**config.mk**
```make
export PLATFORM = sky130hd
export DESIGN_NAME = dft_power_spectrum_top
export DESIGN_NICKNAME = d
export VERILOG_FILES = /design/src/sv/dps_pkg.sv /design/src/sv/dft_power_spectrum_top.sv /design/src/sv/dps_ram.sv /design/src/sv/dps_ctrl.sv /design/src/sv/dps_datapath.sv
export SDC_FILE = /design/constraint.sdc
export NUM_CORES = 2
export LEC_CHECK = 0
export BUFFER_PORTS_ARGS = -buffer_cell sky130_fd_sc_hd__buf_2
export CAP_MARGIN = 20
export CORE_ASPECT_RATIO = 0.5
export CORE_MARGIN = 2
export CORE_UTILIZATION = 40
export DETAILED_ROUTE_END_ITERATION = 10
export SLEW_MARGIN = 20
export SYNTH_ARGS = -nofsm -noshare
export SYNTH_HDL_FRONTEND = slang
export SYNTH_SLANG_ARGS = --single-unit
```
**constraint.sdc**
```tcl
create_clock -name clk -period 30.6 [get_ports clk]
set_input_delay 6.12 -clock clk [delete_from_list [all_inputs] [get_ports clk]]
set_output_delay 6.12 -clock clk [all_outputs]
set_load 0.05 [all_outputs]
```
**src/sv/dps_pkg.sv**
```systemverilog
`timescale 1ns / 1ps
// ----------------------------------------------------------------------------
// dps_pkg
// Shared constants, sine table and control structs for the DFT power block.
// ----------------------------------------------------------------------------
package dps_pkg;

    // default frame geometry
    localparam int NUM_SAMPLES_DEF = 64;
    localparam int SAMPLE_BITS_DEF = 16;

    // fixed field widths
    localparam int IN_W      = 16;
    localparam int BIN_W     = 6;
    localparam int POWER_W   = 52;
    localparam int TDATA_W   = 64;
    localparam int SIN_W     = 16;
    localparam int Q_DROP    = 14;
    localparam int TABLE_LEN = 64;
    localparam int TIDX_W    = 6;
    localparam int QUARTER   = TABLE_LEN / 4;
    localparam int DIV_STEPS = POWER_W;
    localparam int SQ_STEPS  = 6;

    // register map
    localparam logic REG_NORM_MODE = 1'b0;

    localparam logic [POWER_W-1:0] POWER_MAX = {POWER_W{1'b1}};

    // first quarter of sin() in Q1.15, 1.0 held as 32767
    localparam logic [14:0] QUARTER_WAVE [QUARTER+1] = '{
        15'd0, 15'd3212, 15'd6393, 15'd9512, 15'd12540, 15'd15447, 15'd18205,
        15'd20788, 15'd23170, 15'd25330, 15'd27245, 15'd28899, 15'd30274,
        15'd31357, 15'd32138, 15'd32610, 15'd32767
    };

    // sin(2*pi*i/64) in Q1.15, built from the quarter wave
    function automatic logic signed [SIN_W-1:0] sine_q15(input logic [TIDX_W-1:0] i);
        logic [4:0]  ri;
        logic [15:0] v;
        ri = i[4] ? (5'(QUARTER) - {1'b0, i[3:0]}) : {1'b0, i[3:0]};
        v  = {1'b0, QUARTER_WAVE[ri]};
        return i[5] ? $signed(-v) : $signed(v);
    endfunction

    // controller to datapath commands
    typedef struct packed {
        logic load_sample;
        logic frame_end;
        logic frame_done;
        logic bin_start;
        logic next_bin;
        logic mac_issue;
        logic sq_issue;
        logic div_init;
        logic div_step;
        logic load_out;
        logic bin_zero;
        logic bin_last;
    } dps_cmd_t;

    // datapath to controller status
    typedef struct packed {
        logic mac_busy;
        logic out_full;
    } dps_status_t;

endpackage

```
**src/sv/dft_power_spectrum_top.sv**
```systemverilog
`timescale 1ns / 1ps
// ----------------------------------------------------------------------------
// dft_power_spectrum_top
// DFT power spectrum of an N-sample count histogram, standard or Leahy norm.
// ----------------------------------------------------------------------------
// Samples load one per cycle while s_tready is high; the last sample of a frame
// starts the spectrum. Each bin runs start, one MAC issue per sample, drain,
// squaring, divider init, restoring divider steps and emit, in that order, on the
// single MAC and divider; emit waits while the previous result is not taken.
// A frame gives N/2+1 results; no sample is taken while the spectrum is computed.
// rst_n is asynchronous: it clears control state and norm_mode; no memory pass.
module dft_power_spectrum_top
    import dps_pkg::*;
#(
    parameter int NUM_SAMPLES = NUM_SAMPLES_DEF,
    parameter int SAMPLE_BITS = SAMPLE_BITS_DEF
) (
    input  logic               clk,
    input  logic               rst_n,
    // sample stream
    input  logic               s_tvalid,
    output logic               s_tready,
    input  logic [IN_W-1:0]    s_tdata,   // [15:0] sample
    // result stream
    output logic               m_tvalid,
    input  logic               m_tready,
    output logic [TDATA_W-1:0] m_tdata,   // [5:0] bin_index, [57:6] power, [63:58] zero
    output logic               m_tuser,   // [0] zero_total
    output logic               m_tlast,   // last_bin
    // configuration
    input  logic               psel,
    input  logic               penable,
    input  logic               pwrite,
    input  logic [2:0]         paddr,
    input  logic [31:0]        pwdata,
    output logic [31:0]        prdata,
    output logic               pready
);

    localparam int AW = $clog2(NUM_SAMPLES);
    localparam int KW = $clog2(NUM_SAMPLES/2+1);

    dps_cmd_t          cmd;
    dps_status_t       status;
    logic [AW-1:0]     wr_addr, mac_addr;
    logic [2:0]        sq_step;
    logic [KW-1:0]     bin;
    logic              norm_mode_reg;
    logic [BIN_W-1:0]  bin_index;
    logic [POWER_W-1:0] power;

    // configuration register
    assign pready = 1'b1;
    assign prdata = (paddr[2] == REG_NORM_MODE) ? {31'b0, norm_mode_reg} : '0;

    always_ff @(posedge clk or negedge rst_n)
    begin
        if (!rst_n)
        begin
            norm_mode_reg <= 1'b0;
        end
        else if (psel && penable && pwrite && pready && (paddr[2] == REG_NORM_MODE))
        begin
            norm_mode_reg <= pwdata[0];
        end
    end

    dps_ctrl #(.NUM_SAMPLES(NUM_SAMPLES)) u_ctrl (
        .clk      (clk),
        .rst_n    (rst_n),
        .s_tvalid (s_tvalid),
        .s_tready (s_tready),
        .status   (status),
        .cmd      (cmd),
        .wr_addr  (wr_addr),
        .mac_addr (mac_addr),
        .sq_step  (sq_step),
        .bin      (bin)
    );

    dps_datapath #(.NUM_SAMPLES(NUM_SAMPLES), .SAMPLE_BITS(SAMPLE_BITS)) u_dp (
        .clk        (clk),
        .rst_n      (rst_n),
        .cmd        (cmd),
        .status     (status),
        .wr_addr    (wr_addr),
        .mac_addr   (mac_addr),
        .sq_step    (sq_step),
        .bin        (bin),
        .norm_mode  (norm_mode_reg),
        .sample     (s_tdata),
        .bin_index  (bin_index),
        .power      (power),
        .zero_total (m_tuser),
        .last_bin   (m_tlast),
        .out_valid  (m_tvalid),
        .out_ready  (m_tready)
    );

    // result packing
    assign m_tdata = {{(TDATA_W - BIN_W - POWER_W){1'b0}}, power, bin_index};

endmodule

```
**src/sv/dps_ram.sv**
```systemverilog
`timescale 1ns / 1ps
// ----------------------------------------------------------------------------
// dps_ram
// Generic single-write, single-read RAM with registered read data.
// ----------------------------------------------------------------------------
module dps_ram #(
    parameter int WIDTH = 16,
    parameter int DEPTH = 64
) (
    input  logic                     clk,
    input  logic                     we,
    input  logic [$clog2(DEPTH)-1:0] waddr,
    input  logic [WIDTH-1:0]         wdata,
    input  logic [$clog2(DEPTH)-1:0] raddr,
    output logic [WIDTH-1:0]         rdata
);

    logic [WIDTH-1:0] mem [DEPTH];

    // write port and registered read port
    always_ff @(posedge clk)
    begin
        if (we)
        begin
            mem[waddr] <= wdata;
        end
        rdata <= mem[raddr];
    end

endmodule

```
**src/sv/dps_ctrl.sv**
```systemverilog
`timescale 1ns / 1ps
// ----------------------------------------------------------------------------
// dps_ctrl
// Sequencer: sample loading, per-bin MAC pass, squaring, division, emit.
// ----------------------------------------------------------------------------
module dps_ctrl
    import dps_pkg::*;
#(
    parameter int NUM_SAMPLES = NUM_SAMPLES_DEF
) (
    input  logic                                 clk,
    input  logic                                 rst_n,
    input  logic                                 s_tvalid,
    output logic                                 s_tready,
    input  dps_status_t                          status,
    output dps_cmd_t                             cmd,
    output logic [$clog2(NUM_SAMPLES)-1:0]       wr_addr,
    output logic [$clog2(NUM_SAMPLES)-1:0]       mac_addr,
    output logic [2:0]                           sq_step,
    output logic [$clog2(NUM_SAMPLES/2+1)-1:0]   bin
);

    localparam int AW   = $clog2(NUM_SAMPLES);
    localparam int KW   = $clog2(NUM_SAMPLES/2+1);
    localparam int CW   = (AW > 6) ? AW : 6;
    localparam logic [AW-1:0] LAST_ADDR = AW'(NUM_SAMPLES-1);
    localparam logic [KW-1:0] HALF      = KW'(NUM_SAMPLES/2);
    localparam logic [CW-1:0] MAC_END   = CW'(NUM_SAMPLES-1);
    localparam logic [CW-1:0] SQ_END    = CW'(SQ_STEPS);
    localparam logic [CW-1:0] DIV_END   = CW'(DIV_STEPS-1);

    typedef enum logic [2:0] {
        ST_LOAD, ST_BSTART, ST_MAC, ST_DRAIN, ST_SQUARE, ST_DIVINIT, ST_DIVIDE, ST_EMIT
    } state_t;

    state_t        state_reg, state_next;
    logic [AW-1:0] samp_reg, samp_next;
    logic [CW-1:0] cnt_reg, cnt_next;
    logic [KW-1:0] bin_reg, bin_next;

    assign wr_addr  = samp_reg;
    assign mac_addr = cnt_reg[AW-1:0];
    assign sq_step  = cnt_reg[2:0];
    assign bin      = bin_reg;
    assign s_tready = (state_reg == ST_LOAD);

    // next state and command decode
    always_comb
    begin
        state_next = state_reg;
        samp_next  = samp_reg;
        cnt_next   = cnt_reg;
        bin_next   = bin_reg;
        cmd        = '0;
        cmd.bin_zero = (bin_reg == '0);
        cmd.bin_last = (bin_reg == HALF);
        case (state_reg)
            ST_LOAD:
            begin
                if (s_tvalid)
                begin
                    cmd.load_sample = 1'b1;
                    if (samp_reg == LAST_ADDR)
                    begin
                        cmd.frame_end = 1'b1;
                        samp_next     = '0;
                        bin_next      = '0;
                        state_next    = ST_BSTART;
                    end
                    else
                    begin
                        samp_next = samp_reg + 1'b1;
                    end
                end
            end
            ST_BSTART:
            begin
                cmd.bin_start = 1'b1;
                cnt_next      = '0;
                state_next    = ST_MAC;
            end
            ST_MAC:
            begin
                cmd.mac_issue = 1'b1;
                if (cnt_reg == MAC_END)
                begin
                    cnt_next   = '0;
                    state_next = ST_DRAIN;
                end
                else
                begin
                    cnt_next = cnt_reg + 1'b1;
                end
            end
            ST_DRAIN:
            begin
                if (!status.mac_busy)
                begin
                    cnt_next   = '0;
                    state_next = ST_SQUARE;
                end
            end
            ST_SQUARE:
            begin
                // last cycle only lets the final partial product land
                if (cnt_reg == SQ_END)
                begin
                    state_next = ST_DIVINIT;
                end
                else
                begin
                    cmd.sq_issue = 1'b1;
                    cnt_next     = cnt_reg + 1'b1;
                end
            end
            ST_DIVINIT:
            begin
                cmd.div_init = 1'b1;
                cnt_next     = '0;
                state_next   = ST_DIVIDE;
            end
            ST_DIVIDE:
            begin
                cmd.div_step = 1'b1;
                if (cnt_reg == DIV_END)
                begin
                    state_next = ST_EMIT;
                end
                else
                begin
                    cnt_next = cnt_reg + 1'b1;
                end
            end
            ST_EMIT:
            begin
                if (!status.out_full)
                begin
                    cmd.load_out = 1'b1;
                    if (bin_reg == HALF)
                    begin
                        cmd.frame_done = 1'b1;
                        state_next     = ST_LOAD;
                    end
                    else
                    begin
                        cmd.next_bin = 1'b1;
                        bin_next     = bin_reg + 1'b1;
                        state_next   = ST_BSTART;
                    end
                end
            end
            default:
            begin
                state_next = ST_LOAD;
            end
        endcase
    end

    // state and counters
    always_ff @(posedge clk or negedge rst_n)
    begin
        if (!rst_n)
        begin
            state_reg <= ST_LOAD;
            samp_reg  <= '0;
            cnt_reg   <= '0;
            bin_reg   <= '0;
        end
        else
        begin
            state_reg <= state_next;
            samp_reg  <= samp_next;
            cnt_reg   <= cnt_next;
            bin_reg   <= bin_next;
        end
    end

endmodule

```
**src/sv/dps_datapath.sv**
```systemverilog
`timescale 1ns / 1ps
// ----------------------------------------------------------------------------
// dps_datapath
// Sample store, MAC pipeline, split squarer, restoring divider, result reg.
// ----------------------------------------------------------------------------
module dps_datapath
    import dps_pkg::*;
#(
    parameter int NUM_SAMPLES = NUM_SAMPLES_DEF,
    parameter int SAMPLE_BITS = SAMPLE_BITS_DEF
) (
    input  logic                               clk,
    input  logic                               rst_n,
    input  dps_cmd_t                           cmd,
    output dps_status_t                        status,
    input  logic [$clog2(NUM_SAMPLES)-1:0]     wr_addr,
    input  logic [$clog2(NUM_SAMPLES)-1:0]     mac_addr,
    input  logic [2:0]                         sq_step,
    input  logic [$clog2(NUM_SAMPLES/2+1)-1:0] bin,
    input  logic                               norm_mode,
    input  logic [IN_W-1:0]                    sample,
    output logic [BIN_W-1:0]                   bin_index,
    output logic [POWER_W-1:0]                 power,
    output logic                               zero_total,
    output logic                               last_bin,
    output logic                               out_valid,
    input  logic                               out_ready
);

    localparam int SW    = (SAMPLE_BITS < IN_W) ? SAMPLE_BITS : IN_W;
    localparam int AW    = $clog2(NUM_SAMPLES);
    localparam int KW    = $clog2(NUM_SAMPLES/2+1);
    localparam int PW    = SW + 1 + SIN_W;
    localparam int ACC_W = SW + SIN_W + AW;
    localparam int H     = (ACC_W + 1) / 2;
    localparam int SQ_W  = 2 * ACC_W + 2;
    localparam int MPR_W = SQ_W - Q_DROP;
    localparam int MP_W  = (MPR_W > POWER_W) ? MPR_W : POWER_W + 1;
    localparam int TW    = SW + $clog2(NUM_SAMPLES + 1);
    localparam int NN_W  = 2 * AW + 1;
    localparam int DW    = (TW > NN_W) ? TW : NN_W;
    localparam logic [TIDX_W-1:0] A_STEP = TIDX_W'((TABLE_LEN / NUM_SAMPLES) % TABLE_LEN);
    localparam logic [AW:0]       B_STEP = (AW+1)'(TABLE_LEN % NUM_SAMPLES);
    localparam logic [AW:0]       N_W    = (AW+1)'(NUM_SAMPLES);
    localparam logic [DW-1:0]     NN     = DW'(NUM_SAMPLES * NUM_SAMPLES);
    localparam logic [TIDX_W-1:0] COS_OFS = TIDX_W'(QUARTER);

    // frame state
    logic                 mode_reg;
    logic [TW-1:0]        total_reg;
    logic [SW-1:0]        x;
    logic [SW-1:0]        rd_data;

    assign x = SW'(sample);

    dps_ram #(.WIDTH(SW), .DEPTH(NUM_SAMPLES)) u_store (
        .clk   (clk),
        .we    (cmd.load_sample),
        .waddr (wr_addr),
        .wdata (x),
        .raddr (mac_addr),
        .rdata (rd_data)
    );

    always_ff @(posedge clk or negedge rst_n)
    begin
        if (!rst_n)
        begin
            mode_reg  <= 1'b0;
            total_reg <= '0;
        end
        else
        begin
            if (cmd.frame_end)
            begin
                mode_reg <= norm_mode;
            end
            if (cmd.frame_done)
            begin
                total_reg <= '0;
            end
            else if (cmd.load_sample)
            begin
                total_reg <= total_reg + TW'(x);
            end
        end
    end

    // table phase: idx + r/N tracks (k*j mod N)*64/N, per-bin step a_k + b_k/N
    logic [TIDX_W-1:0] ak_reg, idx_reg;
    logic [AW-1:0]     bk_reg, r_reg;
    logic [AW:0]       bsum, rsum;

    assign bsum = {1'b0, bk_reg} + B_STEP;
    assign rsum = {1'b0, r_reg} + {1'b0, bk_reg};

    always_ff @(posedge clk)
    begin
        if (cmd.frame_end)
        begin
            ak_reg <= '0;
            bk_reg <= '0;
        end
        else if (cmd.next_bin)
        begin
            if (bsum >= N_W)
            begin
                bk_reg <= AW'(bsum - N_W);
                ak_reg <= ak_reg + A_STEP + 1'b1;
            end
            else
            begin
                bk_reg <= AW'(bsum);
                ak_reg <= ak_reg + A_STEP;
            end
        end
        if (cmd.bin_start)
        begin
            idx_reg <= '0;
            r_reg   <= '0;
        end
        else if (cmd.mac_issue)
        begin
            if (rsum >= N_W)
            begin
                r_reg   <= AW'(rsum - N_W);
                idx_reg <= idx_reg + ak_reg + 1'b1;
            end
            else
            begin
                r_reg   <= AW'(rsum);
                idx_reg <= idx_reg + ak_reg;
            end
        end
    end

    // MAC pipeline: read/index, multiply, accumulate
    logic                     v1_reg, v2_reg;
    logic [TIDX_W-1:0]        cidx_reg, sidx_reg;
    logic signed [PW-1:0]     pre_reg, pim_reg;
    logic signed [ACC_W-1:0]  acc_re_reg, acc_im_reg;
    logic signed [SW:0]       xs;

    assign xs = $signed({1'b0, rd_data});

    always_ff @(posedge clk or negedge rst_n)
    begin
        if (!rst_n)
        begin
            v1_reg <= 1'b0;
            v2_reg <= 1'b0;
        end
        else
        begin
            v1_reg <= cmd.mac_issue;
            v2_reg <= v1_reg;
        end
    end

    always_ff @(posedge clk)
    begin
        cidx_reg <= idx_reg + COS_OFS;
        sidx_reg <= idx_reg;
        pre_reg  <= xs * sine_q15(cidx_reg);
        pim_reg  <= xs * sine_q15(sidx_reg);
        if (cmd.bin_start)
        begin
            acc_re_reg <= '0;
            acc_im_reg <= '0;
        end
        else if (v2_reg)
        begin
            acc_re_reg <= acc_re_reg + ACC_W'(pre_reg);
            acc_im_reg <= acc_im_reg + ACC_W'(pim_reg);
        end
    end

    assign status.mac_busy = v1_reg | v2_reg;

    // squarer: |X|^2 from half-width partial products, one per cycle
    logic [ACC_W-1:0] mag_re, mag_im, mag_sel;
    logic [H-1:0]     op_a, op_b;
    logic [2*H-1:0]   prod_reg;
    logic [1:0]       part_reg;
    logic             pv_reg;
    logic [1:0]       part;
    logic [SQ_W-1:0]  sq_reg;
    logic [SQ_W-1:0]  term;

    assign mag_re = acc_re_reg[ACC_W-1] ? ACC_W'(-acc_re_reg) : ACC_W'(acc_re_reg);
    assign mag_im = acc_im_reg[ACC_W-1] ? ACC_W'(-acc_im_reg) : ACC_W'(acc_im_reg);

    // steps 0..2 real part, 3..5 imaginary: low*low, high*low, high*high
    always_comb
    begin
        case (sq_step)
            3'd0:    begin part = 2'd0; mag_sel = mag_re; end
            3'd1:    begin part = 2'd1; mag_sel = mag_re; end
            3'd2:    begin part = 2'd2; mag_sel = mag_re; end
            3'd3:    begin part = 2'd0; mag_sel = mag_im; end
            3'd4:    begin part = 2'd1; mag_sel = mag_im; end
            3'd5:    begin part = 2'd2; mag_sel = mag_im; end
            default: begin part = 2'd0; mag_sel = '0;     end
        endcase
        op_a = (part == 2'd0) ? mag_sel[H-1:0] : H'(mag_sel >> H);
        op_b = (part == 2'd2) ? H'(mag_sel >> H) : mag_sel[H-1:0];
        case (part_reg)
            2'd1:    term = SQ_W'(prod_reg) << (H + 1);
            2'd2:    term = SQ_W'(prod_reg) << (2 * H);
            default: term = SQ_W'(prod_reg);
        endcase
    end

    always_ff @(posedge clk or negedge rst_n)
    begin
        if (!rst_n)
        begin
            pv_reg <= 1'b0;
        end
        else
        begin
            pv_reg <= cmd.sq_issue;
        end
    end

    always_ff @(posedge clk)
    begin
        prod_reg <= op_a * op_b;
        part_reg <= part;
        if (cmd.bin_start)
        begin
            sq_reg <= '0;
        end
        else if (pv_reg)
        begin
            sq_reg <= sq_reg + term;
        end
    end

    // divider: 52 restoring steps, saturation decided up front
    logic             dbl;
    logic [SQ_W-1:0]  m_full;
    logic [MP_W-1:0]  mp;
    logic [DW-1:0]    den;
    logic [DW-1:0]    rem_reg;
    logic [DW:0]      trial;
    logic [POWER_W-1:0] dl_reg, q_reg;
    logic             sat_reg;
    logic             zt;

    assign dbl    = mode_reg ? !cmd.bin_last : (!cmd.bin_zero && !cmd.bin_last);
    assign m_full = dbl ? (sq_reg << 1) : sq_reg;
    assign mp     = MP_W'(m_full >> Q_DROP);
    assign den    = mode_reg ? DW'(total_reg) : NN;
    assign trial  = {rem_reg, dl_reg[POWER_W-1]};
    assign zt     = mode_reg && (total_reg == '0);

    always_ff @(posedge clk)
    begin
        if (cmd.div_init)
        begin
            sat_reg <= (DW'(mp[MP_W-1:POWER_W]) >= den);
            rem_reg <= DW'(mp[MP_W-1:POWER_W]);
            dl_reg  <= mp[POWER_W-1:0];
            q_reg   <= '0;
        end
        else if (cmd.div_step)
        begin
            dl_reg <= dl_reg << 1;
            if (trial >= {1'b0, den})
            begin
                rem_reg <= DW'(trial - {1'b0, den});
                q_reg   <= {q_reg[POWER_W-2:0], 1'b1};
            end
            else
            begin
                rem_reg <= DW'(trial);
                q_reg   <= {q_reg[POWER_W-2:0], 1'b0};
            end
        end
    end

    // result register
    always_ff @(posedge clk or negedge rst_n)
    begin
        if (!rst_n)
        begin
            out_valid <= 1'b0;
        end
        else if (cmd.load_out)
        begin
            out_valid <= 1'b1;
        end
        else if (out_ready)
        begin
            out_valid <= 1'b0;
        end
    end

    always_ff @(posedge clk)
    begin
        if (cmd.load_out)
        begin
            bin_index  <= BIN_W'(bin);
            power      <= zt ? '0 : (sat_reg ? POWER_MAX : q_reg);
            zero_total <= zt;
            last_bin   <= cmd.bin_last;
        end
    end

    assign status.out_full = out_valid && !out_ready;

endmodule

```
==> flow_summary.ini <==
[worst_setup_path]
critical_path_buf_inv_count = 2
cp_cell_sequence = buf_2, nor2b_1, buf_2
start_kind = input port
arrival_ps = 6570
critPathSlowestCell = buf_2
slowest_delay_ps = 260
r2r-start = u_dp.cidx_reg[0]$_DFF_P_
crit_family = buffers and inverters
crit_fanout = 2
crit_type = input port to output pin
crit_top_cell = buf_2
critPathCaptureType = output pin
timing.rr.end = u_dp.pre_reg[31]$_DFF_P_
crit_start = paddr[2]
ff2ff_path_depth = 34
path_depth = 3
required_ps = 24480
r2r_slack_ps = 19520

[route]
drc = 0
drt-total-wl_um = 253000
viasPerCell = 5.38
routedWlPerCell_um = 20.2
first_iter_violations = 5445
vias = 67500
first_pass_iters = 6
ant_nets = 0

[clock_network]
cts_tree = done
cts.sinks = 1558
numCtsBuffers = 156
hold_buffers = 0
clk_latency_ps = 840
cts-root-buf = clkbuf_16
htreeDepth = 4
cts_setup_buffers = 0
clk_path_buf_depth = 4
ctsResizeCount = 0
cts.clk_slew.worst_paths_ps = 70

[die]
die_w_um = 720
die_y_um = 362
core_um2 = 255000
dieArea_um2 = 261000
start_util = 0.402
core.rowCount = 131
ioPinCount = 159

[synthesis]
syn_area_per_cell_um2 = 11.3
seq_area_frac_synth = 0.419
synth_edf_count = 1149
netlist_instances = 9043
async_flop_share = 0.0321
synth_ff_type = edfxtp_1
yosys_warnings = 0
synth_seq_cells = 1558
synth.distinct_cells = 95
syn-cell-area_um2 = 102000

[finish]
final.fill_count = 23500
fin_nets = 10400
syn_to_final_growth_pct = 9.19
largest_reg_flops = 1024
diodes = 0
drive_gt1_frac = 0.105

[sta]
grt_setup_unrepaired = false
max_clock_freq_mhz = 78.8
fin_crit_sh = 0.415
finalSetupTns_ps = 0
slew_viol_final = 0
clock_skew_ps = 72.7
hold_viol_final = 0
slew_headroom = 0.249
post-route-min-period_ps = 12690
worst_pin_slew_ps = 1120
final-setup-viol-count = 0

[placement]
port_buffers = 87
dp_hpwl_um = 176000
gp_congestion = 0.870

[outcome]
status = finished clean

[grt]
antenna_found_initial = 4
grt_overflow_total = 0
grt_start_max_net_pins = 103
track_usage = 0.193
grt_pass1_wl_um = 397000
first_global_vias = 67400

[power]
combPwrFrac = 0.012
leakagePower_nw = 46.0
p_seq_frac = 0.539
switching_share = 0.210
powerDensity_nw_per_um2 = 37.5
p_clk_frac = 0.449
power.total_mw = 4.20
switchingPower_mw = 0.881
ir_worst_vdd_v = 0.0000471
internal_power_mw = 3.32

[hold_path]
holdPathEnd = u_dp.cidx_reg[0]$_DFF_P_
hold_class = flop to flop
worstHoldPathCells = 0
hp-start = u_dp.idx_reg[0]$_SDFFE_PP0P_

[flow_run]
cap_violations = 0
## power groups by stage
stage,clock (mW),combinational (mW),sequential [mW]
detailed placement,0,0.0510,2.31
floorplan,0,0.0238,2.31
global placement,0,0.0491,2.31
CTS,1.93,0.0510,2.26
finish,1.89,0.0505,2.26
global route,2.02,0.0556,2.26
## through the flow
| stage | cells | instance area [um2] | hold WS, ps | util | setup WS [ps] |
|---|---|---|---|---|---|
| after floorplan | 9079 | 103000 | 355 | - | 17670 |
| after global placement | 12300 | 107000 | 362 | 0.420 | 17910 |
| after detailed placement | 12300 | 107000 | 372 | 0.420 | 17910 |
| after CTS | 12500 | 112000 | 380 | 0.439 | 17910 |
| after global routing | 12500 | 112000 | 386 | 0.439 | 17890 |
| final | 12500 | 112000 | 379 | 0.439 | 17910 |
## synth_stat cells (61+ instances only)
cell type	number	area share
nand3_1	133	0.0065
and2_1	370	0.023
xnor2_1	182	0.016
edfxtp_1	1149	0.34
o21ai_0	303	0.015
mux2i_1	170	0.017
nor3_1	102	0.0050
fa_1	682	0.13
nand2_1	959	0.035
dfxtp_1	359	0.070
inv_1	969	0.035
a21o_1	155	0.011
xor2_1	158	0.014
nand4_1	66	0.0040
a21oi_1	400	0.020
o21bai_1	61	0.0045
clkbuf_1	374	0.014
mux4_2	337	0.074
nor2_1	600	0.022
ha_1	591	0.072
## worst max path at each step
stage                      endpoint  slack [ps]
after floorplan           prdata[0]       17670
after global placement    prdata[0]       17910
after detailed placement  prdata[0]       17910
after CTS                 prdata[0]       17910
after global routing      prdata[0]       17890
final                     prdata[0]       17910
## per-layer routing
layer  global-route usage  vias to the layer above  part of all wire
li1                     -                    31400                 -
met1                0.283                    33900              0.47
met2                0.303                     1863              0.45
met3               0.0287                      304             0.062
met4               0.0418                        2             0.020
met5                    0                        -          0.000043
## cells in the final DEF (no fill, tap or decap), types with 301 or more instances in the layout
| cell type | netlist | routed |
|---|---|---|
| edfxtp_1 | 1149 | 1149 |
| inv_1 | 969 | 967 |
| and2_1 | 370 | 370 |
| nand2_1 | 959 | 957 |
| fa_1 | 682 | 682 |
| nor2_1 | 600 | 597 |
| a21oi_1 | 400 | 399 |
| o21ai_0 | 303 | 301 |
| mux4_2 | 337 | 337 |
| ha_1 | 591 | 591 |
| dfxtp_1 | 359 | 359 |
## logic make-up after synthesis
kind of cell    synth area share
other cells            0.0000733
compound gates            0.0846
flops                      0.419
buf+inv                   0.0548
xor+xnor                  0.0295
simple gates               0.114
fa+ha+maj                  0.205
mux                       0.0927
## layout make-up
| type | count | area, um2 | share of cell area |
|---|---|---|---|
| multi-input cells | 6070 | 54300 | 0.485 |
| inverters | 974 | 3660 | 0.0327 |
| clock inverters | 80 | 692 | 0.00618 |
| flip-flops and latches | 1558 | 43000 | 0.384 |
| clock buffers | 192 | 4170 | 0.0373 |
| well taps | 3391 | 4240 | 0.0379 |
| repair buffers | 279 | 1910 | 0.0170 |
No activity file was read; power rests on OpenSTA's default activity.
